[config.mk]
export PLATFORM = sky130hd
export DESIGN_NAME = ptms_mul
export DESIGN_NICKNAME = d
export VERILOG_FILES = /design/src/hw/rtl/ptms_mul.sv
export SDC_FILE = /design/constraint.sdc
export NUM_CORES = 1
export LEC_CHECK = 0
export ABC_CLOCK_PERIOD_IN_PS = 13600
export BUFFER_PORTS_ARGS = -buffer_cell sky130_fd_sc_hd__buf_2
export CAP_MARGIN = 20
export CORE_UTILIZATION = 50
export CTS_CLUSTER_DIAMETER = 150
export DETAILED_ROUTE_END_ITERATION = 12
export PLACE_DENSITY = 0.7
export SYNTH_ARGS = -nofsm -noshare
export SYNTH_HDL_FRONTEND = slang
export SYNTH_SLANG_ARGS = --single-unit
[constraint.sdc]
create_clock -name clock -period 13.6 [get_ports clock]
set_clock_uncertainty 0.05 [all_clocks]
set_input_delay 0.68 -clock clock [delete_from_list [all_inputs] [get_ports clock]]
set_output_delay 0.68 -clock clock [all_outputs]
set_load 0.02 [all_outputs]
[src/hw/rtl/ptms_mul.sv]
// ptms_mul: shared shift-add multiplier, one multiplier bit per cycle
// stops early once the remaining multiplier bits are zero; no package use
module ptms_mul #(
   parameter int AW = 152,
   parameter int BW = 68
) (
   input  logic          clock,
   input  logic          reset,
   input  logic          start,
   input  logic [AW-1:0] op_a,
   input  logic [BW-1:0] op_b,
   output logic          done,
   output logic [AW-1:0] product
);

   logic          busy_ff, busy_in;
   logic [AW-1:0] acc_ff, acc_in;
   logic [AW-1:0] a_ff, a_in;
   logic [BW-1:0] b_ff, b_in;

   always_comb begin
      done    = busy_ff && (b_ff == '0);
      product = acc_ff;
      busy_in = busy_ff;
      acc_in  = acc_ff;
      a_in    = a_ff;
      b_in    = b_ff;
      if (start) begin
         busy_in = 1'b1;
         acc_in  = '0;
         a_in    = op_a;
         b_in    = op_b;
      end else if (done) begin
         busy_in = 1'b0;
      end else if (busy_ff) begin
         if (b_ff[0]) begin
            acc_in = acc_ff + a_ff;
         end
         a_in = a_ff << 1;
         b_in = b_ff >> 1;
      end
   end

   always_ff @(posedge clock) begin
      if (reset) begin
         busy_ff <= 1'b0;
      end else begin
         busy_ff <= busy_in;
      end
      acc_ff <= acc_in;
      a_ff   <= a_in;
      b_ff   <= b_in;
   end

endmodule

# --- After elaboration in Yosys (flattened, before gate mapping) ---
# Index checks and enable logic that the tools add are counted.
# Widths: inputs -> output; s select.
classes:
  eq_ne: 1
  mul: 0
  div: 0
  muxes: 8
  n_bitwise: 1
  n_lt_le_gt_ge: 0
  n_reduce_logical: 6
  add_sub_neg: 1
  n_shift: 0
ops:
  columns: ["cell", "n"]
  rows:
  - ["$mux 152", 3]
  - ["$mux 68", 3]
  - ["$add 152x152->152", 1]
  - ["$logic_not 68->1", 1]
  - ["$reduce_bool 2->1", 2]
  - ["$reduce_and 3->1", 1]
  - ["$mux 1", 2]
  - ["$ne 2x2->1 const B", 1]
  - ["$reduce_and 2->1", 1]
  - ["$logic_and 1x1->1", 1]
  - ["$not 1->1", 1]
word_totals:
  romBits: 0
  regBits: 373
  mem_count: 0
  elab_cells: 21
  latchBits: 0
  ram_bits: 0
  output_inout_bits: 153

# --- Longest topological paths before layout ---
# Gate-level depths: netlist (run 1).
depth:
  depth_word: 4
  mapped_depth: 14
  depth_no_buf: 13

# --- Least setup slack after synthesis (run 1) ---
# No wires, ideal clock.
synth_timing:
  kind: "input to register"
  start: "in start"
  end: "reg a_ff[0] (enable)"
  t_required_ps: 11832
  setup_slack_ps: 6712
  arrival_time_ps: 5120
  cell_stages: 5
  path_cell_list: "clkbuf_1 clkinv_1 clkbuf_1 clkbuf_1 nand2_1"
synth_via:
  elab_chain_len: 2
  word_cells_on_any_way: 3
  classes_between: "1 x eq/ne; 2 x reduce/logical"
synth_rtl:
  columns: ["element", "line_no", "text"]
  rows:
  - ["from (decl)", "9", "input logic start,"]
  - ["$ne 2x2->1 (no source line) / $reduce_bool 2->1 (equally long branches)", null, null]
  - ["$reduce_and 2->1 (no source line) *", null, null]
  - ["to (signal assigned)", "51", "a_ff <= a_in;"]
  - ["to (decl)", "18", "logic [AW-1:0] a_ff, a_in;"]
# Every way passes the cells marked *; elsewhere a longest branch is shown, timed or not.
# A chain may end at the register's enable or synchronous reset.

# --- Worst setup path after layout (run 1) ---
layout_timing:
  start: "reg a_ff[41]"
  end: "reg acc_ff[130] (netlist: product[130])"
layout_via:
  elab_chain_len: 1
layout_rtl:
  columns: ["element", "line_no", "text"]
  rows:
  - ["$add 152x152->152", "37", "acc_in = acc_ff + a_ff;"]
  - ["to (signal assigned)", "50", "acc_ff <= acc_in;"]
  - ["to (decl)", "17", "logic [AW-1:0] acc_ff, acc_in;"]
# No other way between the ends.

==> results of run 1 <==
-- routing by layer --
metal  wire length (um)  vias up
li1                   -    10800
met1              35700    11000
met2              36800      850
met3               5730      167
met4               2740       12
met5                 85        -
-- layout by cell type (no fill, tap or decap), drive strengths merged, types with 65 or more instances in the layout --
| cell type | n |
|---|---|
| edfxtp | 220 |
| mux2 | 221 |
| a21oi | 337 |
| nand4 | 95 |
| dfxtp | 153 |
| ha | 151 |
| nor2 | 181 |
| o21ai | 167 |
| a21o | 68 |
| buf | 387 |
| xnor2 | 65 |
| nand2 | 397 |
-- cell type report --
type / instances / share of cell area, %
Inverter: 41 / 0.537
Tap cell: 664 / 2.90
Sequential cell: 373 / 33.7
Clock buffer: 49 / 3.96
Clock inverter: 29 / 1.28
Timing Repair Buffer: 387 / 6.90
Multi-Input combinational cell: 2196 / 50.7
-- worst max path at each step --
stage / end / slack [ns] / depth (start not counted)
final: product[130] / 9.04 / 12
after global routing: product[95] / 8.81 / 11
after CTS: product[130] / 9.20 / 12
after detailed placement: a_ff[77] / 9.14 / 5
after global placement: product[130] / 9.21 / 13
after floorplan: a_ff[0] / 6.71 / 5
-- metrics by stage --
| step | setup WS [ns] | utilization [%] |
|---|---|---|
| CTS | 9.20 | 58.5 |
| detailed placement | 9.14 | 55.4 |
| floorplan | 6.71 | - |
| global placement | 9.21 | 55.4 |
| finish | 9.04 | 58.5 |
| global route | 8.81 | 58.5 |
-- sequential cells by signal, indices dropped and copies added (netlist names) --
register	count
busy_ff	1
b_ff	68
a_ff	152
product	152
-- kinds of logic after synthesis --
| group | after synthesis | synth area share [%] |
|---|---|---|
| buffers and inverters | 201 | 3.15 |
| muxes | 222 | 10.0 |
| xor gates and xnor gates | 120 | 4.21 |
| DFF | 373 | 38.7 |
| and+or+nand+nor | 892 | 16.3 |
| adders and majority gates | 152 | 7.65 |
| AOI/OAI and AO/OA | 810 | 19.9 |
-- where the power goes --
group	switching, mW	internal, mW	total [mW]
combinational	0.644	0.375	1.02
clock	0.517	0.722	1.24
sequential	0.0839	1.33	1.41
==> Implementation_results.wiki, run 1 <==
{| class="wikitable"
! Metric !! Value
|-
| Run status || completed
|-
| Final Cycle Share || 33.5%
|-
| Fraction of layout instances using a drive strength above 1 || 22.8%
|-
| Kind of critical path || reg -> reg
|-
| # Max-Cap Violations || 0
|-
| Yosys Warn Count || 0
|-
| Area after detailed placement || 27200 sq um
|-
| Unrepaired setup endpoints after global routing || false
|-
| Largest voltage drop on the vdd net || 103 uV
|-
| Layer with the highest usage after global routing || met2
|-
| Worst hold margin || 0.165 ns
|-
| Endpoint kind of the worst setup timing path || register
|-
| Average routed wire per standard cell || 21.7 um
|-
| Worst setup path startpoint || a_ff[41]
|-
| Biggest cell delay along the critical path || 0.54 ns
|-
| Area taken by multi-input logic gates || 14500 sq um
|-
| Instance count after placement with tap cells included || 3661
|-
| Boundary pin count || 376
|-
| End point of the worst hold path || busy_ff
|-
| Gate count after technology mapping || 2770
|-
| Count of different cell masters after synthesis || 83
|-
| Number of instances resized during post-cts repair || 0
|-
| Highest fanout seen on the critical path || 7
|-
| Instance count along the most critical hold path || 2
|-
| Initial drt markers || 1869
|-
| Cell depth of the worst flop-to-flop path || 12
|-
| Sequential area share after synthesis || 38.7%
|-
| Port Buf Inserts || 375
|-
| Number of global-route vias before repair || 21900
|-
| Arrival time at the worst endpoint || 5.02 ns
|-
| Count of inserted antenna diode cells || 0
|-
| Number of nets in the layout || 3416
|-
| Leakage power total || 11.8 nW
|-
| Hold buffers post-CTS || 0
|-
| Layout overhead on the synthesized area || 14.9%
|-
| Power, Total || 3.67 mW
|-
| Number of clock buffers inserted by TritonCTS || 42
|-
| Critical path cell sequence || ha_1 -> nand2_1 -> or3_1 -> nor4_1 -> nand2_1 -> a21oi_1 -> o2111ai_1 -> a211oi_1 -> o21ai_1 -> a21oi_1 -> o21ai_0 -> a32o_1
|-
| Routed via count divided by cell count || 6.12
|-
| Count of TritonRoute iterations in the first routing pass || 6
|-
| Synthesized flop and latch total || 373
|-
| Reg area || 9670 sq um
|-
| Core region area || 49100 sq um
|-
| Crit Reg-Reg Startpoint || a_ff[41]
|-
| Mean post-synth cell area || 9.01 sq um
|-
| CTS tree || yes
|-
| Primary flip-flop cell chosen by synthesis mapping || sky130_fd_sc_hd__edfxtp_1
|-
| Max-slew headroom at the worst pin || 26.1%
|-
| Transition time at the pin with the least slew margin || 1.10 ns
|-
| Overflow after GRT || 0
|-
| Final Wtd Congestion || 1.04
|-
| Number of flops mapped to enable cells by yosys || 220
|-
| Classification of the worst-slack hold path || in -> reg
|-
| Clock tree root driver cell || sky130_fd_sc_hd__clkbuf_16
|-
| Total clock sinks || 373
|-
| Largest net degree at the start of global routing || 119
|-
| Post-layout instance area || 28700 sq um
|-
| Synthesized area || 25000 sq um
|-
| Aggregate negative setup slack || 0 ns
|-
| Die outline area || 50800 sq um
|-
| Total DRC errors in the routed layout || 0
|-
| Clock tree buffer depth || 3
|-
| Filler cell count in the final layout || 4386
|-
| CP max stage cell || sky130_fd_sc_hd__a211oi_1
|-
| Family with the most delay on the worst path || compound AO/OA/AOI/OAI gates
|-
| Proportion of netlist area held by the largest area contributor || 26.5%
|-
| Worst-case register-to-register setup slack || 9.04 ns
|-
| Number of hold-slack violations in the final timing report || 0
|-
| Critical Path Source Type || register
|-
| Fraction of registers with async set/reset || 0%
|-
| Power per unit of standard cell area || 128 nW/um^2
|-
| Met3 layer usage reported by global route || 6.08%
|-
| Buffers inserted by post-CTS timing repair || 0
|-
| Post-route insts no fill || 3739
|-
| Clk Latency, worst-skew pair || 0.62 ns
|-
| Num rows || 81
|-
| HPWL after DPL || 61900 um
|-
| Wire length of the first global-routing pass || 124000 um
|-
| Cells taking the most area after synthesis || sky130_fd_sc_hd__edfxtp_1 (26%), sky130_fd_sc_hd__dfxtp_1 (12%), sky130_fd_sc_hd__mux2_2 (9.8%), sky130_fd_sc_hd__ha_1 (7.6%), sky130_fd_sc_hd__a21oi_1 (6.8%)
|-
| Starting utilization of the core area || 50.9%
|-
| Leading cell types by count after synthesis || sky130_fd_sc_hd__nand2_1 (397), sky130_fd_sc_hd__a21oi_1 (337), sky130_fd_sc_hd__edfxtp_1 (220)
|-
| Destination of the worst register-to-register timing path || product[130]
|-
| Met2 track utilization from global routing || 49.8%
|-
| Mapped Nets || 3145
|-
| Number of antenna violations at the first check in global routing || 6
|-
| Final routed wirelength across all metal layers || 81100 um
|-
| Die Span Y || 225 um
|-
| Most instantiated library cell after synthesis || sky130_fd_sc_hd__nand2_1
|-
| Fraction of met1 tracks used by global routing || 41.3%
|-
| CP Data Required Time || 14.06 ns
|-
| Clock input transition at the sequential cells of the worst setup and hold paths || 0.06 ns
|-
| Antenna-violating nets left || 0
|-
| Worst min-delay path startpoint || reset
|-
| Buffers and inverters on the worst path || 0
|-
| Max-slew violations || 0
|-
| Shortest clock period the worst path allows after layout || 4.56 ns
|-
| Setup violation total in the final timing report || 0
|-
| Total Routing Usage GR || 31.0%
|-
| Most area-hungry cell type in the Yosys netlist || sky130_fd_sc_hd__edfxtp_1
|-
| H-tree lvl count || 2
|-
| Total number of vias || 22900
|-
| Fmax || 0.219 GHz
|-
| Die width || 225 um
|}
(Power assumes the default switching activity.)
==> run 2, diff against run 1 <==
Settings changed: ABC_CLOCK_PERIOD_IN_PS 13600 to 4600.
Clock period 13.6 ns to 4.6 ns, I/O delays scaled along.
==> run 2 against run 1 <==
Register-to-register slack got worse by 8.8 ns. First-iteration DRC count rose by 5.8%. Hold slack got worse by 0.12 ns. Cell count grew 6.4%. Utilization up 4.6 points. Critical endpoint is now product[99]. Largest power group unchanged.
==> Implementation_results.wiki, run 2 (synthesized netlist as in run 1, its figures left out) <==
{| class="wikitable"
! Metric !! Value
|-
| Core region area || 49100 sq um
|-
| Classification of the worst-slack hold path || in -> reg
|-
| Total clock sinks || 373
|-
| Port Buf Inserts || 375
|-
| Fmax || 0.229 GHz
|-
| Filler cell count in the final layout || 4141
|-
| Post-route insts no fill || 3979
|-
| Count of TritonRoute iterations in the first routing pass || 7
|-
| Routed via count divided by cell count || 6.01
|-
| Die Span Y || 225 um
|-
| HPWL after DPL || 61600 um
|-
| Reg area || 9670 sq um
|-
| Logic pwr share || 29.5%
|-
| Power per unit of standard cell area || 352 nW/um^2
|-
| Run status || completed
|-
| Max-slew headroom at the worst pin || 20.3%
|-
| Post-layout instance area || 31000 sq um
|-
| Clk pwr share || 32.0%
|-
| Number of instances resized during post-cts repair || 0
|-
| Number of nets in the layout || 3653
|-
| Clock tree buffer depth || 3
|-
| CTS tree || yes
|-
| Wire length of the first global-routing pass || 133000 um
|-
| Number of clock buffers inserted by TritonCTS || 42
|-
| Overflow after GRT || 0
|-
| Shortest clock period the worst path allows after layout || 4.36 ns
|-
| Fraction of layout instances using a drive strength above 1 || 21.6%
|-
| Relative contribution of sequential cells to total power || 38.5%
|-
| Endpoint kind of the worst setup timing path || register
|-
| Boundary pin count || 376
|-
| Worst hold margin || 0.0476 ns
|-
| Arrival time at the worst endpoint || 4.76 ns
|-
| Total number of vias || 23900
|-
| Clk Latency, worst-skew pair || 0.62 ns
|-
| Cell Int Power || 7.16 mW
|-
| Instance count after placement with tap cells included || 3677
|-
| Antenna-violating nets left || 0
|-
| Power, Total || 10.9 mW
|-
| Leading cell type in the layout, fill and taps excluded || sky130_fd_sc_hd__nand2_1
|-
| Share of total power consumed by net switching || 34.3%
|-
| Number of antenna violations at the first check in global routing || 1
|-
| Transition time at the pin with the least slew margin || 1.20 ns
|-
| Kind of critical path || reg -> reg
|-
| Max-slew violations || 0
|-
| Biggest cell delay along the critical path || 0.54 ns
|-
| Highest fanout seen on the critical path || 6
|-
| Average routed wire per standard cell || 21.7 um
|-
| Number of global-route vias before repair || 23900
|-
| Setup violation total in the final timing report || 0
|-
| CP Data Required Time || 4.99 ns
|-
| Total DRC errors in the routed layout || 0
|-
| Final Wtd Congestion || 0.971
|-
| Aggregate negative setup slack || 0 ns
|-
| Die width || 225 um
|-
| Worst-case register-to-register setup slack || 0.24 ns
|-
| Leakage power total || 12.8 nW
|-
| # Max-Cap Violations || 0
|-
| H-tree lvl count || 2
|-
| Final Cycle Share || 94.9%
|-
| Critical Path Source Type || register
|-
| Commonest cells after routing, fill and taps aside || sky130_fd_sc_hd__nand2_1 (396), sky130_fd_sc_hd__buf_2 (374), sky130_fd_sc_hd__a21oi_1 (337)
|-
| Total Routing Usage GR || 33.3%
|-
| Largest voltage drop on the vdd net || 289 uV
|-
| Unrepaired setup endpoints after global routing || false
|-
| Largest net degree at the start of global routing || 193
|-
| Clock tree root driver cell || sky130_fd_sc_hd__clkbuf_16
|-
| Area after detailed placement || 27300 sq um
|-
| Initial drt markers || 1977
|-
| CP max stage cell || sky130_fd_sc_hd__o211ai_1
|-
| Die outline area || 50800 sq um
|-
| Critical path cell sequence || ha_1 -> a21oi_1 -> a211oi_1 -> a21oi_1 -> o211ai_1 -> a311oi_1 -> buf_4 -> o21ai_1 -> o31a_1 -> a31oi_1 -> o41ai_1 -> xnor2_1 -> o21ai_1
|-
| Num rows || 81
|-
| Area taken by multi-input logic gates || 14500 sq um
|-
| Number of hold-slack violations in the final timing report || 0
|-
| Clock input transition at the sequential cells of the worst setup and hold paths || 0.06 ns
|-
| Final routed wirelength across all metal layers || 86400 um
|-
| Layout overhead on the synthesized area || 24.0%
|-
| Net switching power figure || 3.74 mW
|-
| Starting utilization of the core area || 50.9%
|}
[run 2: through the flow]
step / setup slack (ns) / utilization (%)
after detailed placement: 0.423 / 55.7
after CTS: 0.393 / 63.1
after global routing: 0.0470 / 63.1
after global placement: 0.393 / 55.7
final: 0.236 / 63.1
after floorplan: 0.216 / -
[run 2: worst paths after layout]
kind,from,to,cells after the start
worst max-delay path,a_ff[6],product[99],13
worst min-delay path,start,product[84],2
worst max register to register,a_ff[6],product[99],13
worst min register to register,product[150],product[150],2
[run 2: area by class of cell]
type	count	share of cell area (%)
multi-input combinational	2196	47.0
sequential	373	31.2
timing repair buffer	624	14.0
clock buffer	58	3.88
tap	664	2.68
clock inverter	20	0.752
inverter	41	0.497
antenna	3	0.0242
[run 2: worst max-delay path, delay by kind of cell, from the launching register on]
kind / cells / cell delay, ns
xor gates and xnor gates: 1 / 0.18
adders and majority gates: 1 / 0.38
AOI/OAI and AO/OA: 10 / 2.96
buffers and inverters: 1 / 0.20
DFF: 1 / 0.40
[run 2: power groups by stage]
stage                     logic [mW]  registers, mW  clock network, mW
after floorplan                 2.00           4.30                  0
after global routing            3.49           4.23               3.66
after detailed placement        2.97           4.24                  0
after CTS                       3.14           4.18               3.53
after global placement          2.95           4.23                  0
final                           3.21           4.19               3.49
[run 2: timing repair]
action,in CTS,in global routing
hold buffers,221,0
endpoints found under the hold margin,221,0
buffers inserted,0,0
setup endpoints to repair,0,0
[run 2: per-layer routing]
layer	share of wire (%)	wire, um	GRT usage (%)
met5	0	0	0
met4	4.0	3500	13.6
met1	42	36100	42.9
met3	7.9	6790	6.38
met2	46	40100	54.8
